### config.mk
export PLATFORM = sky130hd
export DESIGN_NAME = falling_level_logger_top
export DESIGN_NICKNAME = d
export VERILOG_FILES = /design/src/sv/fll_pkg.sv /design/src/sv/fll_ram.sv /design/src/sv/fll_ctrl.sv /design/src/sv/fll_out.sv /design/src/sv/falling_level_logger_top.sv
export SDC_FILE = /design/constraint.sdc
export NUM_CORES = 2
export LEC_CHECK = 0
export BUFFER_PORTS_ARGS = -buffer_cell sky130_fd_sc_hd__buf_2
export CAP_MARGIN = 10
export CORE_ASPECT_RATIO = 1.25
export CORE_UTILIZATION = 34
export CTS_BUF_LIST = sky130_fd_sc_hd__clkbuf_4 sky130_fd_sc_hd__clkbuf_8
export CTS_CLUSTER_DIAMETER = 80
export DETAILED_ROUTE_END_ITERATION = 8
export GPL_ROUTABILITY_DRIVEN = 0
export GPL_TIMING_DRIVEN = 0
export HOLD_SLACK_MARGIN = 0.02
export PLACE_DENSITY_LB_ADDON = 0.08
export SYNTH_ARGS = -nofsm -noshare
export SYNTH_HDL_FRONTEND = slang
export SYNTH_SLANG_ARGS = --single-unit
### constraint.sdc
create_clock -name clk -period 16.4 [get_ports clk]
set_input_delay 1.64 -clock clk [delete_from_list [all_inputs] [get_ports clk]]
set_output_delay 1.64 -clock clk [all_outputs]
set_load 0.01 [all_outputs]
### src/sv/fll_pkg.sv
// ---------------------------------------------------------------------------
// fll_pkg
// shared constants and types of the falling level logger
// ---------------------------------------------------------------------------
package fll_pkg;

  localparam int MAX_RECORDS = 200;
  localparam int ADDR_W      = $clog2(MAX_RECORDS);
  localparam int REC_W       = 16;

  localparam logic [7:0] MAX_REC_B      = 8'(MAX_RECORDS);
  localparam logic [7:0] TICKS_RESET    = 8'd4;
  localparam logic [7:0] LEVEL_RESET    = 8'hff;
  localparam logic [7:0] FRAME_END_BYTE = 8'hff;

  localparam logic OP_TICK = 1'b0;
  localparam logic OP_READ = 1'b1;

  // source of the frame byte of a result
  typedef enum logic [2:0] {
    SEL_ZERO,
    SEL_COUNT,
    SEL_HI,
    SEL_LO,
    SEL_END
  } fll_sel_t;

  // per item control passed from update stage to output stage
  typedef struct packed {
    fll_sel_t   sel;
    logic       recorded;
    logic [7:0] count;
    logic       full;
  } fll_meta_t;

endpackage

### src/sv/fll_ram.sv
// ---------------------------------------------------------------------------
// fll_ram
// simple dual port ram, one write and one registered read port
// ---------------------------------------------------------------------------
module fll_ram #(
  parameter int DEPTH = 200,
  parameter int WIDTH = 16,
  parameter int AW    = $clog2(DEPTH)
) (
  input  logic             clk,
  input  logic             wr_en,
  input  logic [AW-1:0]    wr_addr,
  input  logic [WIDTH-1:0] wr_data,
  input  logic             rd_en,
  input  logic [AW-1:0]    rd_addr,
  output logic [WIDTH-1:0] rd_data
);

  logic [WIDTH-1:0] mem [DEPTH];

  always_ff @(posedge clk) begin
    if (wr_en) begin
      mem[wr_addr] <= wr_data;
    end
  end

  always_ff @(posedge clk) begin
    if (rd_en) begin
      rd_data <= mem[rd_addr];
    end
  end

endmodule

### src/sv/fll_ctrl.sv
// ---------------------------------------------------------------------------
// fll_ctrl
// prescaler, elapsed counter, minimum tracking and store addressing
// ---------------------------------------------------------------------------
module fll_ctrl import fll_pkg::*; (
  input  logic              clk,
  input  logic              rst_n,
  input  logic              cfg_we,
  input  logic [7:0]        cfg_data,
  input  logic              accept,
  input  logic              op,
  input  logic [9:0]        sample,
  input  logic [8:0]        read_index,
  output fll_meta_t         meta,
  output logic              wr_en,
  output logic [ADDR_W-1:0] wr_addr,
  output logic [REC_W-1:0]  wr_data,
  output logic              rd_en,
  output logic [ADDR_W-1:0] rd_addr
);

  logic [7:0] ticks_r;
  logic [7:0] prescale_r, prescale_nxt;
  logic [7:0] elapsed_r, elapsed_nxt;
  logic [7:0] count_r, count_nxt;
  logic [7:0] last_r, last_nxt;

  logic [7:0] period;
  logic [7:0] level;
  logic [7:0] elapsed_inc;
  logic       wrap;
  logic       rec;
  logic [9:0] idx_w;
  logic [9:0] two_n;
  logic [8:0] idx_m1;

  assign period      = (ticks_r == 8'd0) ? 8'd1 : ticks_r;
  assign level       = sample[9:2];
  assign elapsed_inc = elapsed_r + 8'd1;
  assign wrap        = (op == OP_TICK) && (prescale_r >= period - 8'd1);
  assign rec         = wrap && (count_r < MAX_REC_B) && (level < last_r);

  assign idx_w  = {1'b0, read_index};
  assign two_n  = {1'b0, count_r, 1'b0};
  assign idx_m1 = read_index - 9'd1;

  always_comb begin
    prescale_nxt = prescale_r;
    elapsed_nxt  = elapsed_r;
    count_nxt    = count_r;
    last_nxt     = last_r;
    if (op == OP_TICK) begin
      if (wrap) begin
        prescale_nxt = 8'd0;
        elapsed_nxt  = elapsed_inc;
        if (rec) begin
          count_nxt   = count_r + 8'd1;
          last_nxt    = level;
          elapsed_nxt = 8'd0;
        end
      end else begin
        prescale_nxt = prescale_r + 8'd1;
      end
    end
  end

  // frame byte source for read items, plus record flag, count and full flag
  always_comb begin
    meta.sel = SEL_ZERO;
    if (op == OP_READ) begin
      if (idx_w == 10'd0) begin
        meta.sel = SEL_COUNT;
      end else if (idx_w <= two_n) begin
        meta.sel = idx_m1[0] ? SEL_LO : SEL_HI;
      end else if (idx_w == two_n + 10'd1) begin
        meta.sel = SEL_END;
      end
    end
    meta.recorded = rec;
    meta.count    = count_nxt;
    meta.full     = (count_nxt >= MAX_REC_B);
  end

  assign wr_en   = accept && rec;
  assign wr_addr = count_r[ADDR_W-1:0];
  assign wr_data = {elapsed_inc, level};
  assign rd_en   = accept && (op == OP_READ);
  assign rd_addr = idx_m1[ADDR_W:1];

  always_ff @(posedge clk) begin
    if (!rst_n) begin
      ticks_r    <= TICKS_RESET;
      prescale_r <= 8'd0;
      elapsed_r  <= 8'd0;
      count_r    <= 8'd0;
      last_r     <= LEVEL_RESET;
    end else begin
      if (cfg_we) begin
        ticks_r <= cfg_data;
      end
      if (accept) begin
        prescale_r <= prescale_nxt;
        elapsed_r  <= elapsed_nxt;
        count_r    <= count_nxt;
        last_r     <= last_nxt;
      end
    end
  end

endmodule

### src/sv/fll_out.sv
// ---------------------------------------------------------------------------
// fll_out
// read data stage and output register with stall handling
// ---------------------------------------------------------------------------
module fll_out import fll_pkg::*; (
  input  logic             clk,
  input  logic             rst_n,
  input  logic             accept,
  input  fll_meta_t        meta,
  input  logic [REC_W-1:0] rd_data,
  output logic             in_stall,
  output logic             out_valid,
  input  logic             out_stall,
  output logic [7:0]       out_read_byte,
  output logic             out_recorded,
  output logic [7:0]       out_record_count,
  output logic             out_full_res
);

  logic      s1_valid_r;
  fll_meta_t s1_meta_r;
  logic      s1_adv;
  logic      out_valid_r;
  logic [7:0] byte_nxt;

  assign s1_adv   = !out_valid_r || !out_stall;
  assign in_stall = s1_valid_r && !s1_adv;
  assign out_valid = out_valid_r;

  always_comb begin
    case (s1_meta_r.sel)
      SEL_ZERO:  byte_nxt = 8'd0;
      SEL_COUNT: byte_nxt = s1_meta_r.count;
      SEL_HI:    byte_nxt = rd_data[15:8];
      SEL_LO:    byte_nxt = rd_data[7:0];
      SEL_END:   byte_nxt = FRAME_END_BYTE;
      default:   byte_nxt = 8'd0;
    endcase
  end

  always_ff @(posedge clk) begin
    if (!rst_n) begin
      s1_valid_r  <= 1'b0;
      out_valid_r <= 1'b0;
    end else begin
      if (accept) begin
        s1_valid_r <= 1'b1;
      end else if (s1_adv) begin
        s1_valid_r <= 1'b0;
      end
      if (s1_adv && s1_valid_r) begin
        out_valid_r <= 1'b1;
      end else if (!out_stall) begin
        out_valid_r <= 1'b0;
      end
    end
  end

  always_ff @(posedge clk) begin
    if (accept) begin
      s1_meta_r <= meta;
    end
    if (s1_adv && s1_valid_r) begin
      out_read_byte    <= byte_nxt;
      out_recorded     <= s1_meta_r.recorded;
      out_record_count <= s1_meta_r.count;
      out_full_res     <= s1_meta_r.full;
    end
  end

endmodule

### src/sv/falling_level_logger_top.sv
// ---------------------------------------------------------------------------
// falling_level_logger_top
// logs each new minimum of a prescaled level into a record ram and serves
// the dump frame one byte per read item
// ---------------------------------------------------------------------------
//
//   channel  | direction | handshake           | payload
//   ---------+-----------+---------------------+------------------------------
//   in_      | input     | in_valid / in_stall | operation, sample, read_index
//   out_     | output    | out_valid/out_stall | read_byte, recorded,
//            |           |                     | record_count, full_res
//   cfg_     | input     | cfg_valid/cfg_ready | cfg_data = ticks_per_period
//
// one item per cycle while in_stall is low; a taken item passes the ram
// data stage (registered read of the record ram) and then the output register
// rst_n is synchronous; the record ram is not cleared, only written entries
// are ever shown in the frame
// out_stall holds the output register; the ram data stage keeps taking
// items until it is also full, then in_stall rises
// cfg_ready is always high
//
module falling_level_logger_top import fll_pkg::*; (
  input  logic       clk,
  input  logic       rst_n,
  // input item channel
  input  logic       in_valid,
  output logic       in_stall,
  input  logic       in_operation,
  input  logic [9:0] in_sample,
  input  logic [8:0] in_read_index,
  // result channel
  output logic       out_valid,
  input  logic       out_stall,
  output logic [7:0] out_read_byte,
  output logic       out_recorded,
  output logic [7:0] out_record_count,
  output logic       out_full_res,
  // configuration write
  input  logic       cfg_valid,
  output logic       cfg_ready,
  input  logic [7:0] cfg_data
);

  logic              accept;
  fll_meta_t         meta;
  logic              wr_en;
  logic [ADDR_W-1:0] wr_addr;
  logic [REC_W-1:0]  wr_data;
  logic              rd_en;
  logic [ADDR_W-1:0] rd_addr;
  logic [REC_W-1:0]  rd_data;

  // item taken when valid and not stalled
  assign accept    = in_valid && !in_stall;
  assign cfg_ready = 1'b1;

  // scalar state, update and ram addressing
  fll_ctrl u_ctrl (
    .clk        (clk),
    .rst_n      (rst_n),
    .cfg_we     (cfg_valid && cfg_ready),
    .cfg_data   (cfg_data),
    .accept     (accept),
    .op         (in_operation),
    .sample     (in_sample),
    .read_index (in_read_index),
    .meta       (meta),
    .wr_en      (wr_en),
    .wr_addr    (wr_addr),
    .wr_data    (wr_data),
    .rd_en      (rd_en),
    .rd_addr    (rd_addr)
  );

  // record store: elapsed in high byte, level in low byte
  fll_ram #(
    .DEPTH (MAX_RECORDS),
    .WIDTH (REC_W),
    .AW    (ADDR_W)
  ) u_ram (
    .clk     (clk),
    .wr_en   (wr_en),
    .wr_addr (wr_addr),
    .wr_data (wr_data),
    .rd_en   (rd_en),
    .rd_addr (rd_addr),
    .rd_data (rd_data)
  );

  // byte select and output register
  fll_out u_out (
    .clk              (clk),
    .rst_n            (rst_n),
    .accept           (accept),
    .meta             (meta),
    .rd_data          (rd_data),
    .in_stall         (in_stall),
    .out_valid        (out_valid),
    .out_stall        (out_stall),
    .out_read_byte    (out_read_byte),
    .out_recorded     (out_recorded),
    .out_record_count (out_record_count),
    .out_full_res     (out_full_res)
  );

endmodule
**Word level (Yosys, flattened, before mapping)**

Memories as Yosys holds them, arrays and structs flattened. A register that Yosys moved wholly into a read port is not among the register bits.
Index checks and enable logic that the tools add are counted.

- Flip-flop bits (word level): 73
- Memories: 1
- RAM bits: 3200

- Equality and inequality tests: 6
- Add/subtract/negate cells: 6
- Bitwise logic cells: 1
- Order comparisons: 5
- Reductions and logical operators: 20
- Multiplexer cells: 17

Memory list:

| memory | depth | width | rd ports | clocked after memory_dff | write ports | line | RTL |
|---|---|---|---|---|---|---|---|
| u_ram.mem | 200 | 16 | 1 | 1 | 1 | fll_ram.sv:19 | `logic [WIDTH-1:0] mem [DEPTH];` |

Operator list:

| operator | count |
|---|---|
| $mux 8 | 6 |
| $pmux 8 s4 | 1 |
| $add 8x1->8 const B | 3 |
| $add 9x1->10 const B | 1 |
| $eq 9x10->1 | 1 |
| $logic_not 10->1 | 1 |
| $le 9x9->1 | 1 |
| $sub 9x1->9 const B | 1 |
| $ge 8x8->1 | 1 |
| $ge 8x8->1 const B | 1 |
| $logic_and 1x1->1 | 8 |
| $logic_not 8->1 | 1 |
| $lt 8x8->1 | 1 |
| $lt 8x8->1 const B | 1 |
| $mux 1 | 8 |
| $sub 8x1->8 const B | 1 |
| $eq 3x2->1 const B | 2 |
| $mux 3 | 2 |
| $logic_not 1->1 | 4 |
| $reduce_and 4->1 | 1 |
| $eq 3x1->1 const B | 1 |
| $eq 3x3->1 const B | 1 |
| $reduce_and 3->1 | 1 |
| $ne 2x1->1 const B | 1 |
| 5 further kinds | 5 |

**Longest topological paths before layout**

- Depth after elaboration: 11
- Mapped depth: 17
- Depth with buffers taken out: 16

**Hierarchy**

A second synthesis with hierarchy kept.

- Cells, all modules: 5701
- Area total of the unflattened synthesis: 127785.1 µm²

Modules (own cells, without submodules):

| module | instances | seq. area each (µm²) | cells an instance | area an instance (µm²) |
|---|---|---|---|---|
| fll_ram | 1 | 96572.6 | 5270 | 123542.2 |
| fll_ctrl | 1 | 800.8 | 358 | 2977.9 |
| fll_out | 1 | 970.9 | 70 | 1239.9 |
| falling_level_logger_top | 1 | 0.0 | 3 | 25.0 |

**Worst setup path after synthesis**

OpenSTA, ideal clock, no wires.

- Path kind: register to register
- From: register u_ctrl.elapsed_r[4]
- To: memory u_ram.mem[0][15] (data pin)
- Clock period less this slack: 7.847 ns
- Library setup time: 1.341 ns
- Setup slack: 8.553 ns
- Arrival: 6.506 ns
- Stages on the path, launching flop included: 5
- Path buffers: 0
- Data required time: 15.059 ns
- Path through: dfxtp_1 -> and3_1 -> and3_1 -> nand3_1 -> xnor2_1

- Cells in the longest elaborated chain, start to end: 1

RTL lines:

| what | line | RTL |
|---|---|---|
| start, declared | fll_ctrl.sv:24 | `logic [7:0] elapsed_r, elapsed_nxt;` |
| start signal, assigned | fll_ctrl.sv:103 | `elapsed_r <= elapsed_nxt;` |
| $add 8x1->8 | fll_ctrl.sv:39 | `assign elapsed_inc = elapsed_r + 8'd1;` |
| net u_ctrl.elapsed_inc[7] | fll_ctrl.sv:30 | `logic [7:0] elapsed_inc;` |
| end, declared | fll_ram.sv:19 |  |

The timed path passes the listed nets, and every way through them passes these cells.

**Worst setup path in the final report**

- From: input port in_read_index[0]
- To: register u_ram.rd_data[3] (read register of u_ram.mem) (data pin)

- Cells in the longest elaborated chain, start to end: 1

RTL lines:

| what | line | RTL |
|---|---|---|
| start, declared | falling_level_logger_top.sv:30 | `input logic [8:0] in_read_index,` |
| $sub 9x1->9 | fll_ctrl.sv:45 | `assign idx_m1 = read_index - 9'd1;` |
| end, declared | fll_ram.sv:16 | `output logic [WIDTH-1:0] rd_data` |

Every way passes these cells.
A chain may end at the register's enable or synchronous reset.

==> impl.org <==
** Detailed routing
- After detailed routing, the number of vias per cell comes to 5.84.
- After detailed routing, the number of remaining DRC violations is 0.
- Total length of routed wires :: 575 mm
- The final route contains about 73,000 vias.
- Post-detailed-route wirelength per cell :: 45.9 µm
- Residual antenna-violating net count after detailed routing :: 0
- The first detailed-routing pass ran for 6 iterations.
- DRC violation total after the first TritonRoute iteration :: 10,500

** Die
- Num rows :: 251
- The die covers 378,000 µm².
- Die span in y :: between 600 and 700 µm
- Number of top-level design ports :: between 50 and 60
- Area inside the core boundary :: 374,000 µm²
- The die is between 500 and 600 µm wide.
- Starting utilization of the core area :: 0.342

** Pwr
- Dividing total power by cell area gives a power density of between 100 and 150 nW/µm².
- IR analysis of the VDD net gives a maximum drop of 0.0000844 V.
- Part of the total power dissipated in combinational logic :: 0.093
- Sw power :: 4.76 mW
- Of the total power, the share spent switching nets is 0.261.
- The internal power of the cells totals 13.5 mW.
- The share of total power dissipated in the clock network is 0.403.
- Leakage component of the power :: 49.3 nW
- Share of power burned in registers :: 0.504

** Critical path
- Flop-to-flop setup slack :: 9.69 ns
- Startpoint type of the worst setup path :: input port
- CP max FO :: 11
- Worst reg2reg startpoint :: u_ctrl.ticks_r[2]
- End of the worst register-to-register path :: u_ram.mem[155][3]
- STA puts the critical path data required time at 17.31 ns.
- Kind of end point of the critical path :: flop
- Counting cells, the worst reg-to-reg path comes to 15.
- By startpoint and endpoint, the worst setup path is classified as input port to flop.
- Arrival time of data at the critical path endpoint :: around 8.5 ns

** Placement
- Total cell area at the placement stage :: 140,000 µm²
- In this run the tool buffered the top-level ports with 49 buffer cells.
- At the placement stage, the worst setup path has a slack of between 7 and 8 ns.
- DP Wirelength :: 393 mm

** Logic synthesis
- Post-Syn Instances :: 6,322
- For this run, the number of Yosys warnings is 0.
- Syn Std Cell Area :: approximately 130,000 µm²
- Leading cell types by count after synthesis :: sky130_fd_sc_hd__edfxtp_1, sky130_fd_sc_hd__mux4_2, sky130_fd_sc_hd__nand2_1
- Number of enable-type register cells in the synthesized netlist :: 3,247
- For this run, the leading register cell type out of synthesis is sky130_fd_sc_hd__edfxtp_1.
- Synth top area cells :: sky130_fd_sc_hd__edfxtp_1, sky130_fd_sc_hd__mux4_2, sky130_fd_sc_hd__nand2_1
- Cell type with the largest total area after synthesis :: sky130_fd_sc_hd__edfxtp_1
- Share of the yosys chip area belonging to registers :: 0.770
- Fraction of registers with async set/reset :: 0
- Dividing the synthesized area by the synthesized cell count gives slightly above 20 µm².
- Synthesized Nets :: 6,387
- Proportion of netlist area held by the largest area contributor :: 0.763
- Top-count cell post-synth :: sky130_fd_sc_hd__edfxtp_1
- Netlist cell types :: 75
- In this run, synthesis produced a sequential element count of 3,289.

** STA
- For the finished layout, the period the worst path requires is 7.63 ns.
- Fin Clk Skew :: around 0.094 ns
- Setup violations remaining at the end of the flow were counted as 0.
- Share of the clock period used by the worst path :: 0.466
- PnR worst setup slack :: 8.77 ns
- Headroom to the max-slew limit came out at 0.0180.
- For the pin with the worst max-slew slack, the measured transition is 1.43 ns.
- Setup repair after global routing left no endpoint under its margin.
- Accumulated negative setup slack :: 0 ns
- Max-slew violations :: 0
- Static timing analysis puts the maximum clock frequency at 0.131 GHz.
- Endpoints failing hold :: 0

** Worst hold path
- The worst hold path belongs to the class flop to flop.
- The path with the worst hold slack has its endpoint at u_ctrl.last_r[0].
- In this run the most critical hold path is launched from u_ctrl.last_r[0].
- The worst hold path was traced through 2 stages.

** CTS
- Setup Buffers After CTS :: 0
- Buffers from clock root to sink, at most :: 4
- Number of buffers inserted during clock tree synthesis :: 555
- Post-CTS Hold Fix Bufs :: 0
- Counting every sink on the clock net gives 3,289.
- The H-tree was split into 6 levels.
- Clock tree from TritonCTS :: built
- After clock tree synthesis, the clock-pin slew on the worst setup and hold paths is ~0.06 ns.
- Buffer cell driving the clock tree root :: sky130_fd_sc_hd__clkbuf_8
- Post_cts resized :: 0
- Clock insertion delay at the later pin of the skew report :: 1.28 ns

** Final layout
- Summing all flip-flop and latch instances after layout gives 98,300 µm².
- Fill cells in the final layout number 33,500.
- Layout Nets :: 7,219
- The finished cells cover between 150,000 and 200,000 µm².
- The area growth from synthesis to layout is 17.8%.
- In the final layout, the share of cells above drive strength 1 is 0.317.
- Total area of multi-input combinational cells :: 28,900 µm²

** GRT
- Number of global-route vias before repair :: 72,700
- Total global routing overflow :: 0
- The first global-routing pass estimated 735 mm of wire.
- The number of antenna violations at the first check in global routing is 60.
- Entering global routing, the biggest net connects 127 pins.
- In the global route stage, overall resource usage came out at 0.302.

** Run status
- The flow ran to the end, and the final reports show no timing, DRC or antenna violations.

** Job
- Max-cap violations in this run came to 0.
-- worst max path at each step --
stage	from	to	slack, ns	depth (start not counted)
2_1_floorplan	u_ctrl.elapsed_r[4]	u_ram.mem[0][15]	8.55	4
3_3_place_gp	u_ctrl.elapsed_r[4]	u_ram.mem[40][15]	-2.17	4
3_5_place_dp	in_read_index[0]	u_ram.rd_data[3]	7.83	13
4_1_cts	in_read_index[0]	u_ram.rd_data[3]	9.19	13
5_1_grt	in_sample[6]	u_ram.mem[155][9]	9.20	12
6_report	in_read_index[0]	u_ram.rd_data[3]	8.77	13
-- layout by cell type, fill, tap and decap left out, drive strengths merged, types with 10 or more instances in the layout --
cell	count
a311oi	11
nor2b	15
inv	43
buf	528
mux2i	161
nor4	13
nand4	36
clkinvlp	18
a221oi	10
o21ai	54
a32o	11
a21o	12
dfxtp	42
or3	11
nand2	642
mux4	749
edfxtp	3247
a22oi	14
xor2	13
a31oi	90
diode	38
a32oi	42
nand3	166
o22ai	46
nor2	272
xnor2	17
and3	36
a21oi	56
ha	32
nor3	18
clkbuf	869
mux2	14
clkinv	136
a211oi	16
-- flip-flops by register name, indices dropped and copies added, names as in the netlist --
signal and cells:
u_ctrl.last_r 8, u_out.out_read_byte 8, u_ctrl.prescale_r 8, u_ram.rd_data 16
u_out.s1_meta_r 13, u_ctrl.ticks_r 8, u_ram.mem 3200, u_out.out_valid 1
u_ctrl.wr_addr 8, u_out.out_record_count 8, u_out.out_recorded 1, u_out.out_full_res 1
u_ctrl.elapsed_r 8, u_out.s1_valid_r 1
-- routing by layer --
layer  wire length, µm  vias up  part of all wire  global-route usage
li1                  -    27800                 -                   -
met1            205000    39800              0.36               0.351
met2            272000     4196              0.47               0.487
met3             48000     1327             0.084              0.0737
met4             49900       14             0.087               0.221
met5                97        -           0.00017                   0
-- cell families after synthesis --
family,Yosys count,share of synthesized area
DFF,3289,0.770
adders and majority gates,32,0.00313
AOI/OAI and AO/OA,437,0.0238
xor gates and xnor gates,30,0.00226
and+or+nand+nor,1241,0.0415
buffers and inverters,368,0.0139
other,1,0.0000293
muxes,924,0.146
-- layout make-up --
cell class,count,share of cell area
flip-flops and latches,3289,0.653
multi-input cells,2665,0.192
clock buffers,777,0.0627
well taps,4933,0.0410
repair buffers,275,0.0305
plain buffers,345,0.0116
clock inverters,182,0.00772
diodes,38,0.000631
inverters,23,0.000607
-- stage by stage --
step	instances	util	hold WS [ns]	total power [mW]
final	12500	0.403	0.468	18.2
after global placement	11300	0.359	0.459	11.0
after detailed placement	11500	0.374	0.458	11.0
after CTS	12500	0.402	0.470	18.3
after global routing	12500	0.402	0.486	18.6
after floorplan	6322	-	0.400	10.0
-- critical path: stages --
cell                        delay, ns
sky130_fd_sc_hd__buf_2           0.16
sky130_fd_sc_hd__inv_1           0.17
sky130_fd_sc_hd__ha_1            0.35
sky130_fd_sc_hd__xor2_2          0.70
sky130_fd_sc_hd__buf_2           0.69
sky130_fd_sc_hd__buf_2           0.80
sky130_fd_sc_hd__buf_2           0.98
sky130_fd_sc_hd__buf_2           0.77
sky130_fd_sc_hd__mux4_2          0.42
sky130_fd_sc_hd__o22ai_1         0.62
sky130_fd_sc_hd__o21ai_0         0.33
sky130_fd_sc_hd__o2111ai_1       0.47
sky130_fd_sc_hd__o211ai_1        0.38
-- power by group through the flow --
stage / Combinational [mW] / Clock, mW / Sequential, mW
floorplan: 0.680 / 0 / 9.36
global placement: 1.62 / 0 / 9.38
detailed placement: 1.66 / 0 / 9.36
CTS: 1.66 / 7.42 / 9.19
global route: 1.68 / 7.75 / 9.18
finish: 1.70 / 7.34 / 9.19
No activity file was read; power rests on OpenSTA's default activity.
